--- config.mk ---
export PLATFORM = sky130hd
export DESIGN_NAME = sensor_moving_average_top
export DESIGN_NICKNAME = d
export VERILOG_FILES = /design/src/rtl/core/sma_pkg.sv /design/src/rtl/core/sensor_moving_average_top.sv /design/src/rtl/core/sma_ctrl.sv /design/src/rtl/core/sma_dp.sv
export VERILOG_INCLUDE_DIRS = /design/src /design/src/rtl/core
export SDC_FILE = /design/constraint.sdc
export NUM_CORES = 1
export LEC_CHECK = 0
export ABC_AREA = 1
export BUFFER_PORTS_ARGS = -buffer_cell sky130_fd_sc_hd__buf_2
export CORE_ASPECT_RATIO = 0.7
export CORE_MARGIN = 2
export CORE_UTILIZATION = 60
export CTS_CLUSTER_SIZE = 28
export DETAILED_ROUTE_END_ITERATION = 10
export PLACE_DENSITY = 0.86
export SYNTH_ARGS = -nofsm -noshare
export SYNTH_HDL_FRONTEND = slang
export SYNTH_HIERARCHICAL = 1
export SYNTH_SLANG_ARGS = --single-unit
--- constraint.sdc ---
create_clock -name clk -period 7.1 [get_ports clk]
set_input_delay 1.42 -clock clk [delete_from_list [all_inputs] [get_ports clk]]
set_output_delay 1.42 -clock clk [all_outputs]
set_load 0.02 [all_outputs]
--- src/rtl/core/sensor_moving_average_top_defines.svh ---
`ifndef SENSOR_MOVING_AVERAGE_TOP_DEFINES_SVH
`define SENSOR_MOVING_AVERAGE_TOP_DEFINES_SVH

// Same-cycle implication, checked on every rising edge outside reset.
`define SMA_ASSERT_NOW(label, clk, rst_n, ante, cons, msg) \
	label: assert property (@(posedge clk) disable iff (!rst_n) (ante) |-> (cons)) \
		else $error(msg);

// Next-cycle implication, checked on every rising edge outside reset.
`define SMA_ASSERT_NEXT(label, clk, rst_n, ante, cons, msg) \
	label: assert property (@(posedge clk) disable iff (!rst_n) (ante) |=> (cons)) \
		else $error(msg);

`endif

--- src/rtl/core/sma_pkg.sv ---
`timescale 1ns / 1ps

package sma_pkg;

	localparam int MAX_WINDOW_DEF = 16;
	localparam int RAW_W          = 12;
	localparam int SAMPLE_W       = 14;
	localparam int OFF_W          = 8;
	localparam int LEN_FIELD_W    = 5;
	localparam int CFG_DATA_W     = 8;
	localparam int CFG_IDX_W      = 2;

	localparam logic [CFG_IDX_W-1:0] REG_WINDOW_LENGTH  = 2'd0;
	localparam logic [CFG_IDX_W-1:0] REG_CAL_OFFSET     = 2'd1;

	localparam int OPEN_CODE  = 4095;
	localparam int FILL_VALUE = 20;
	localparam int RESET_LEN  = 5;

	typedef struct packed {
		logic load;
		logic update;
		logic div_start;
		logic div_step;
		logic div_finish;
		logic out_load;
	} sma_cmd_t;

	typedef struct packed {
		logic fault;
	} sma_status_t;

endpackage

--- src/rtl/core/sensor_moving_average_top.sv ---
`timescale 1ns / 1ps
// A normal item passes through calc, divider start, the divider steps (one bit per cycle
// of the SUM_W-bit sum, SUM_W = 14 + log2 of the window depth), divider end and output;
// a fault item goes from calc straight to output. No new item is taken until it leaves.
// A finished result waits in the output register while the next item is taken.
// Reset (asynchronous, active low): length 5, offset 0, sum 100, last average 4095;
// window entries read as 20 through per-entry valid bits, so no clearing pass is needed.

`include "sensor_moving_average_top_defines.svh"

module sensor_moving_average_top #(
	parameter int MAX_WINDOW = sma_pkg::MAX_WINDOW_DEF
) (
	input  logic                                 clk,
	input  logic                                 arst_n,
	input  logic                                 cfg_we,
	input  logic [sma_pkg::CFG_IDX_W-1:0]        cfg_index,
	input  logic [sma_pkg::CFG_DATA_W-1:0]       cfg_data,
	input  logic                                 in_valid,
	output logic                                 in_stall,
	input  logic [sma_pkg::RAW_W-1:0]            raw_sample,
	output logic                                 out_valid,
	input  logic                                 out_stall,
	output logic signed [sma_pkg::SAMPLE_W-1:0]  average_temperature,
	output logic                                 sensor_fault
);

	localparam int SUM_W = sma_pkg::SAMPLE_W + $clog2(MAX_WINDOW);

	sma_pkg::sma_cmd_t    cmd;
	sma_pkg::sma_status_t status;

	sma_ctrl #(
		.DIV_STEPS (SUM_W)
	) u_ctrl (
		.clk       (clk),
		.arst_n    (arst_n),
		.in_valid  (in_valid),
		.in_stall  (in_stall),
		.out_valid (out_valid),
		.out_stall (out_stall),
		.status    (status),
		.cmd       (cmd)
	);

	sma_dp #(
		.MAX_WINDOW (MAX_WINDOW)
	) u_dp (
		.clk                 (clk),
		.arst_n              (arst_n),
		.cfg_we              (cfg_we),
		.cfg_index           (cfg_index),
		.cfg_data            (cfg_data),
		.raw_sample          (raw_sample),
		.cmd                 (cmd),
		.status              (status),
		.average_temperature (average_temperature),
		.sensor_fault        (sensor_fault)
	);

	`SMA_ASSERT_NEXT(a_busy_after_accept, clk, arst_n, in_valid && !in_stall, in_stall, "item accepted but input not stalled next cycle")
	`SMA_ASSERT_NOW(a_no_overwrite, clk, arst_n, cmd.out_load, !out_valid || !out_stall, "output register overwritten while result still pending")
	`SMA_ASSERT_NOW(a_fault_keeps_window, clk, arst_n, cmd.update, !status.fault, "window updated with an open-sensor sample")

endmodule

--- src/rtl/core/sma_ctrl.sv ---
`timescale 1ns / 1ps

module sma_ctrl #(
	parameter int DIV_STEPS = 18
) (
	input  logic                 clk,
	input  logic                 arst_n,
	input  logic                 in_valid,
	output logic                 in_stall,
	output logic                 out_valid,
	input  logic                 out_stall,
	input  sma_pkg::sma_status_t status,
	output sma_pkg::sma_cmd_t    cmd
);

	localparam int CNT_W = $clog2(DIV_STEPS + 1);

	typedef enum logic [2:0] {
		ST_IDLE,
		ST_CALC,
		ST_DIV_INIT,
		ST_DIV,
		ST_DIV_END,
		ST_OUT
	} state_t;

	state_t             state_q;
	logic [CNT_W-1:0]   cnt_q;
	logic               out_valid_q;
	logic               slot_free;

	assign slot_free = !out_valid_q || !out_stall;
	assign in_stall  = (state_q != ST_IDLE);
	assign out_valid = out_valid_q;

	always_comb begin
		cmd = '0;
		case (state_q)
			ST_IDLE:     cmd.load       = in_valid;
			ST_CALC:     cmd.update     = !status.fault;
			ST_DIV_INIT: cmd.div_start  = 1'b1;
			ST_DIV:      cmd.div_step   = 1'b1;
			ST_DIV_END:  cmd.div_finish = 1'b1;
			ST_OUT:      cmd.out_load   = slot_free;
			default:     cmd            = '0;
		endcase
	end

	always_ff @(posedge clk or negedge arst_n) begin
		if (!arst_n) begin
			state_q     <= ST_IDLE;
			cnt_q       <= '0;
			out_valid_q <= 1'b0;
		end else begin
			if (state_q == ST_OUT && slot_free) begin
				out_valid_q <= 1'b1;
			end else if (!out_stall) begin
				out_valid_q <= 1'b0;
			end
			case (state_q)
				ST_IDLE: begin
					if (in_valid) begin
						state_q <= ST_CALC;
					end
				end
				ST_CALC: begin
					// A discarded sample goes straight out with the held average.
					state_q <= status.fault ? ST_OUT : ST_DIV_INIT;
				end
				ST_DIV_INIT: begin
					cnt_q   <= CNT_W'(DIV_STEPS);
					state_q <= ST_DIV;
				end
				ST_DIV: begin
					cnt_q <= cnt_q - CNT_W'(1);
					if (cnt_q == CNT_W'(1)) begin
						state_q <= ST_DIV_END;
					end
				end
				ST_DIV_END: begin
					state_q <= ST_OUT;
				end
				ST_OUT: begin
					if (slot_free) begin
						state_q <= ST_IDLE;
					end
				end
				default: begin
					state_q <= ST_IDLE;
				end
			endcase
		end
	end

endmodule

--- src/rtl/core/sma_dp.sv ---
`timescale 1ns / 1ps

module sma_dp #(
	parameter int MAX_WINDOW = sma_pkg::MAX_WINDOW_DEF
) (
	input  logic                                    clk,
	input  logic                                    arst_n,
	input  logic                                    cfg_we,
	input  logic [sma_pkg::CFG_IDX_W-1:0]           cfg_index,
	input  logic [sma_pkg::CFG_DATA_W-1:0]          cfg_data,
	input  logic [sma_pkg::RAW_W-1:0]               raw_sample,
	input  sma_pkg::sma_cmd_t                       cmd,
	output sma_pkg::sma_status_t                    status,
	output logic signed [sma_pkg::SAMPLE_W-1:0]     average_temperature,
	output logic                                    sensor_fault
);

	localparam int SAMPLE_W = sma_pkg::SAMPLE_W;
	localparam int SUM_W    = SAMPLE_W + $clog2(MAX_WINDOW);
	localparam int LEN_W    = $clog2(MAX_WINDOW + 1);
	localparam int PTR_W    = (MAX_WINDOW > 1) ? $clog2(MAX_WINDOW) : 1;
	localparam int RST_LEN  = (sma_pkg::RESET_LEN > MAX_WINDOW) ? MAX_WINDOW
		: sma_pkg::RESET_LEN;
	localparam logic signed [SUM_W-1:0]    RST_SUM = SUM_W'(sma_pkg::FILL_VALUE * RST_LEN);
	localparam logic signed [SAMPLE_W-1:0] FILL    = SAMPLE_W'(sma_pkg::FILL_VALUE);
	localparam logic signed [SAMPLE_W-1:0] OPEN    = SAMPLE_W'(sma_pkg::OPEN_CODE);

	// Configuration and window bookkeeping.
	logic [LEN_W-1:0]                   len_q;
	logic signed [sma_pkg::OFF_W-1:0]   off_q;
	logic signed [SUM_W-1:0]            sum_q;
	logic [PTR_W-1:0]                   pos_q;
	logic [MAX_WINDOW-1:0]              vld_q;
	logic signed [SAMPLE_W-1:0]         avg_q;

	logic signed [SAMPLE_W-1:0]         win_mem [MAX_WINDOW];
	logic signed [SAMPLE_W-1:0]         rd_q;
	logic                               rd_vld_q;
	logic signed [SAMPLE_W-1:0]         sample_q;

	// Divider registers: the dividend magnitude shifts out at the top while
	// quotient bits shift in at the bottom.
	logic [SUM_W-1:0]                   dvd_q;
	logic [LEN_W-1:0]                   rem_q;
	logic                               neg_q;

	logic [sma_pkg::LEN_FIELD_W-1:0]    len_field;
	logic [LEN_W-1:0]                   len_new;
	logic [SUM_W-1:0]                   sum_reload;
	logic signed [SAMPLE_W-1:0]         corrected;
	logic signed [SAMPLE_W-1:0]         old_val;
	logic signed [SUM_W-1:0]            sum_new;
	logic [LEN_W-1:0]                   pos_inc;
	logic [PTR_W-1:0]                   pos_next;
	logic [SUM_W-1:0]                   abs_sum;
	logic [LEN_W:0]                     trial;
	logic                               ge;
	logic [LEN_W-1:0]                   rem_n;
	logic signed [SAMPLE_W-1:0]         quot;
	logic signed [SAMPLE_W-1:0]         avg_new;

	assign len_field = cfg_data[sma_pkg::LEN_FIELD_W-1:0];

	always_comb begin
		if (len_field == '0) begin
			len_new = LEN_W'(1);
		end else if (32'(len_field) > 32'(MAX_WINDOW)) begin
			len_new = LEN_W'(MAX_WINDOW);
		end else begin
			len_new = LEN_W'(len_field);
		end
	end

	// Twenty times the length, as two shifted copies.
	assign sum_reload = (SUM_W'(len_new) << 4) + (SUM_W'(len_new) << 2);

	assign corrected = $signed({{(SAMPLE_W - sma_pkg::RAW_W){1'b0}}, raw_sample})
		- {{(SAMPLE_W - sma_pkg::OFF_W){off_q[sma_pkg::OFF_W-1]}}, off_q};

	assign status.fault = (sample_q == OPEN);

	// An entry not written since reset or the last length reload reads as the fill value.
	assign old_val = rd_vld_q ? rd_q : FILL;
	assign sum_new = sum_q - SUM_W'(old_val) + SUM_W'(sample_q);

	assign pos_inc  = LEN_W'(pos_q) + LEN_W'(1);
	assign pos_next = (pos_inc == len_q) ? '0 : PTR_W'(pos_inc);

	assign abs_sum = sum_q[SUM_W-1] ? SUM_W'(-sum_q) : SUM_W'(sum_q);
	assign trial   = {rem_q, dvd_q[SUM_W-1]};
	assign ge      = (trial >= {1'b0, len_q});
	assign rem_n   = ge ? LEN_W'(trial - {1'b0, len_q}) : trial[LEN_W-1:0];

	assign quot    = $signed(dvd_q[SAMPLE_W-1:0]);
	assign avg_new = neg_q ? -quot : quot;

	always_ff @(posedge clk or negedge arst_n) begin
		if (!arst_n) begin
			len_q <= LEN_W'(RST_LEN);
			off_q <= '0;
			sum_q <= RST_SUM;
			pos_q <= '0;
			vld_q <= '0;
			avg_q <= OPEN;
		end else begin
			if (cfg_we && cfg_index == sma_pkg::REG_WINDOW_LENGTH) begin
				len_q <= len_new;
				sum_q <= $signed(sum_reload);
				pos_q <= '0;
				vld_q <= '0;
			end else if (cfg_we && cfg_index == sma_pkg::REG_CAL_OFFSET) begin
				off_q <= $signed(cfg_data[sma_pkg::OFF_W-1:0]);
			end
			if (cmd.update) begin
				sum_q        <= sum_new;
				pos_q        <= pos_next;
				vld_q[pos_q] <= 1'b1;
			end
			if (cmd.div_finish) begin
				avg_q <= avg_new;
			end
		end
	end

	always_ff @(posedge clk) begin
		if (cmd.update) begin
			win_mem[pos_q] <= sample_q;
		end
		rd_q <= win_mem[pos_q];
	end

	always_ff @(posedge clk) begin
		rd_vld_q <= vld_q[pos_q];
		if (cmd.load) begin
			sample_q <= corrected;
		end
		if (cmd.div_start) begin
			dvd_q <= abs_sum;
			rem_q <= '0;
			neg_q <= sum_q[SUM_W-1];
		end
		if (cmd.div_step) begin
			dvd_q <= {dvd_q[SUM_W-2:0], ge};
			rem_q <= rem_n;
		end
		if (cmd.out_load) begin
			average_temperature <= avg_q;
			sensor_fault        <= status.fault;
		end
	end

endmodule

==> flow_metrics.py <==
metrics = {
    "run": {
        "cap_violations": 0,
    },
    "sta": {
        "max-slew-margin-rel": 0.122,
        "drv_slew": 0,
        "setup_viol": 0,
        "fmax_ghz": 0.286,
        "period_needed_ns": 3.50,
        "worstMarginPinSlew_ns": 1.31,
        "clock_skew_ns": 0.0209,
        "fin_crit_sh": 0.492,
        "rsz0062_at_grt": "no",
        "hold_viol": 0,
        "tns_ns": 0,
    },
    "detailed_routing": {
        "remaining_drc_errors": 0,
        "ant_nets": 0,
        "routed_via_density": 6.01,
        "dr.pass1.iters": 6,
        "totalWireLength_mm": 41.7,
        "wl_per_cell_um": 19.3,
        "drtIter0Drc": 1917,
        "num_vias": 13000,
    },
    "finish": {
        "layout.nets": 1848,
        "antenna_cells": 0,
        "drive_gt1_frac": 0.0938,
        "final_common_cell": "nand2_1",
        "final_util": 0.667,
        "final_cell_mix": "nand2_1, edfxtp_1, nor2_1",
        "syn_to_final_growth_pct": 10.1,
        "postLayoutCellArea_um2": 19100,
    },
    "floorplanning": {
        "die_h_um": 146,
        "design.die.area_um2": 30300,
        "core_um2": 28600,
        "dieWidth_um": 207,
        "start_util": 0.605,
        "pin_count": 44,
        "rows": 52,
    },
    "pwr": {
        "p_int_mw": 5.19,
        "power_frac_comb": 0.426,
        "p_per_area_nw_per_um2": 466,
        "vdd_drop_max_mv": 0.338,
        "clock_power_share": 0.214,
        "leakage_nw": 7.71,
        "p_sw_mw": 3.69,
        "p_sw_frac": 0.416,
        "seqPwrFrac": 0.360,
    },
    "setup_path": {
        "cpMaxStageDelayCell": "nor2_2",
        "crit_family": "simple AND/OR/NAND/NOR gates",
        "cp-start-kind": "flop",
        "critPathBufInv": 3,
        "crit_type": "reg -> reg",
        "cp-end-kind": "flop",
        "worstPathMaxFanout": 27,
        "critPathArrivalTime_ns": 3.63,
        "critPathMaxStageDelay_ns": 0.94,
        "path_cells": "inv_1, nand2_1, nor4_1, buf_4, nor2_1, buf_4, nand2_1, nor2_2",
        "cp.required_ns": 7.24,
    },
    "placement": {
        "portBuffers": 43,
        "dp_hpwl_mm": 26.7,
        "dpl-instance-area_um2": 17900,
        "routabilityCongestion": 0.915,
    },
    "global_route": {
        "grt_pass1_vias": 12300,
        "grt_pass1_wl_mm": 65.8,
        "antenna_found_initial": 0,
        "grt_overflow": 0,
        "grt_max_degree": 110,
        "grt_use_total": 0.276,
    },
    "synthesis": {
        "synthCells": 1716,
        "synthAdderAreaFrac": 0.0563,
        "ys_seq_area_frac": 0.605,
        "yosysUniqueCellTypes": 40,
        "synthMuxAreaShare": 0,
        "ys_seq_elements": 366,
        "syn_area_per_cell_um2": 10.1,
        "synth-xor-area-share": 0.0177,
        "syn_area_um2": 17300,
        "synth_compound_area_frac": 0.109,
        "synthSimpleGateAreaFrac": 0.156,
        "ys.warnings.count": 6,
        "synth_top_family_by_area": "simple AND/OR/NAND/NOR gates",
        "syn_nets": 1809,
    },
    "cts": {
        "cts_tree": "done",
        "cts_sinks": 366,
        "post_cts_buffers": 0,
        "cts_resized": 0,
        "cts_buffers": 36,
        "clk_pin_slew_ns": 0.06,
        "cts_root_buf": "clkbuf_16",
        "clk_latency_ns": 0.53,
        "hold_buffers": 0,
        "cts.htree.levels": 2,
        "cts_buffer_depth": 3,
    },
    "worst_hold_path": {
        "hp-class": "reg -> reg",
    },
    "status": {
        "status": "complete, no violations",
    },
}
synth_stat cells:
master,count,area [um2]
a22oi_1,3,22.5
o221ai_1,1,8.76
nor3_2,1,10.0
nor2_4,2,22.5
inv_2,8,30.0
nand3_2,1,10.0
dfxtp_1,15,300
o21ai_2,1,8.76
inv_1,177,664
nand3_1,55,275
nor3_1,10,50.1
buf_1,3,11.3
ha_1,46,576
clkbuf_1,33,124
o211a_1,1,10.0
nor2_2,5,31.3
nor4_1,1,6.26
fa_1,20,400
and2_1,3,18.8
o21bai_1,2,15.0
edfxtp_1,277,8320
or2_2,4,25.0
dfstp_2,17,447
nand2_2,7,43.8
a21oi_1,59,295
xor2_1,28,245
buf_4,3,22.5
o211ai_1,2,15.0
nand3b_1,9,67.6
o21ai_1,15,75.1
o21a_1,2,15.0
nand4_1,29,181
nand2_1,307,1150
nor2_1,216,811
buf_2,23,115
o21ai_0,198,991
a31oi_1,4,25.0
o22ai_1,64,400
dfrtp_1,57,1430
xnor2_1,7,61.3
power groups by stage:
| stage | clock network [mW] | registers [mW] | logic (mW) |
|---|---|---|---|
| 6_report | 1.90 | 3.20 | 3.79 |
| 5_1_grt | 2.00 | 3.24 | 4.23 |
| 4_1_cts | 1.92 | 3.18 | 3.69 |
| 3_5_place_dp | 0 | 3.22 | 3.63 |
| 3_3_place_gp | 0 | 3.20 | 3.49 |
| 2_1_floorplan | 0 | 3.07 | 2.80 |
state kept, by name (all words and copies together) (netlist names), 4 cells and up:
| register | count |
|---|---|
| u_dp/sample_q | 14 |
| u_ctrl/cnt_q | 5 |
| u_dp/win_mem | 224 |
| u_dp/pos_q | 4 |
| u_dp/dvd_q | 18 |
| u_dp/len_q | 5 |
| u_dp/off_q | 8 |
| u_dp/avg_q | 14 |
| u_dp/rd_q | 14 |
| u_dp/vld_q | 16 |
| u_dp/sum_q | 18 |
| u_dp/rem_q | 5 |
| u_dp/average_temperature | 14 |
metal layers:
metal  up-vias  global-route usage  wire (um)
li1       5931                   -          -
met1      6179               0.411      17400
met2       763               0.412      18400
met3        98              0.0559       4840
met4         0              0.0889       1060
met5         -                   0          0
final cells by class:
| type | count | area (um2) |
|---|---|---|
| fill | 2084 | 9550 |
| clock inverter | 13 | 183 |
| inverter | 185 | 696 |
| timing repair buffer | 63 | 368 |
| clock buffer | 50 | 983 |
| multi-input combinational | 1103 | 5880 |
| tap | 378 | 473 |
| sequential | 366 | 10500 |
kinds of logic (layout without fill, tap and decap cells):
logic type,count (synthesis),in the layout
buf+inv,247,311
simple gates,650,650
compound gates,352,352
xor+xnor,35,35
fa+ha+maj,66,66
flops,366,366
final timing paths:
kind                                    from                      endpoint  slack [ns]  depth (start not counted)
hold / removal                u_dp/avg_q[13]  u_dp/average_temperature[13]        0.46                          0
setup reg to reg           u_dp/sample_q[13]            u_dp/win_mem[8][7]        3.60                          8
hold reg to reg               u_dp/avg_q[13]  u_dp/average_temperature[13]        0.46                          0
max in group asynchronous             arst_n                 u_dp/pos_q[0]        5.34                          1
min in group asynchronous             arst_n                u_dp/avg_q[12]        1.00                          1
setup / recovery           u_dp/sample_q[13]            u_dp/win_mem[8][7]        3.60                          8
through the flow:
step	worst slack (ns)	power, mW	hold slack (ns)	instances
floorplan	4.17	5.87	0.426	1716
global route	3.37	9.46	0.489	2158
global placement	3.50	6.69	0.446	2095
finish	3.60	8.88	0.457	2158
detailed placement	3.44	6.84	0.446	2095
CTS	3.69	8.79	0.462	2158
worst register-to-register path, delay by kind of cell (launching register included):
kind	cells	cell delay [ns]
flip-flops	1	0.74
buffers and inverters	3	0.78
AND/OR/NAND/NOR	5	1.57
No activity file was read; power rests on OpenSTA's default activity.
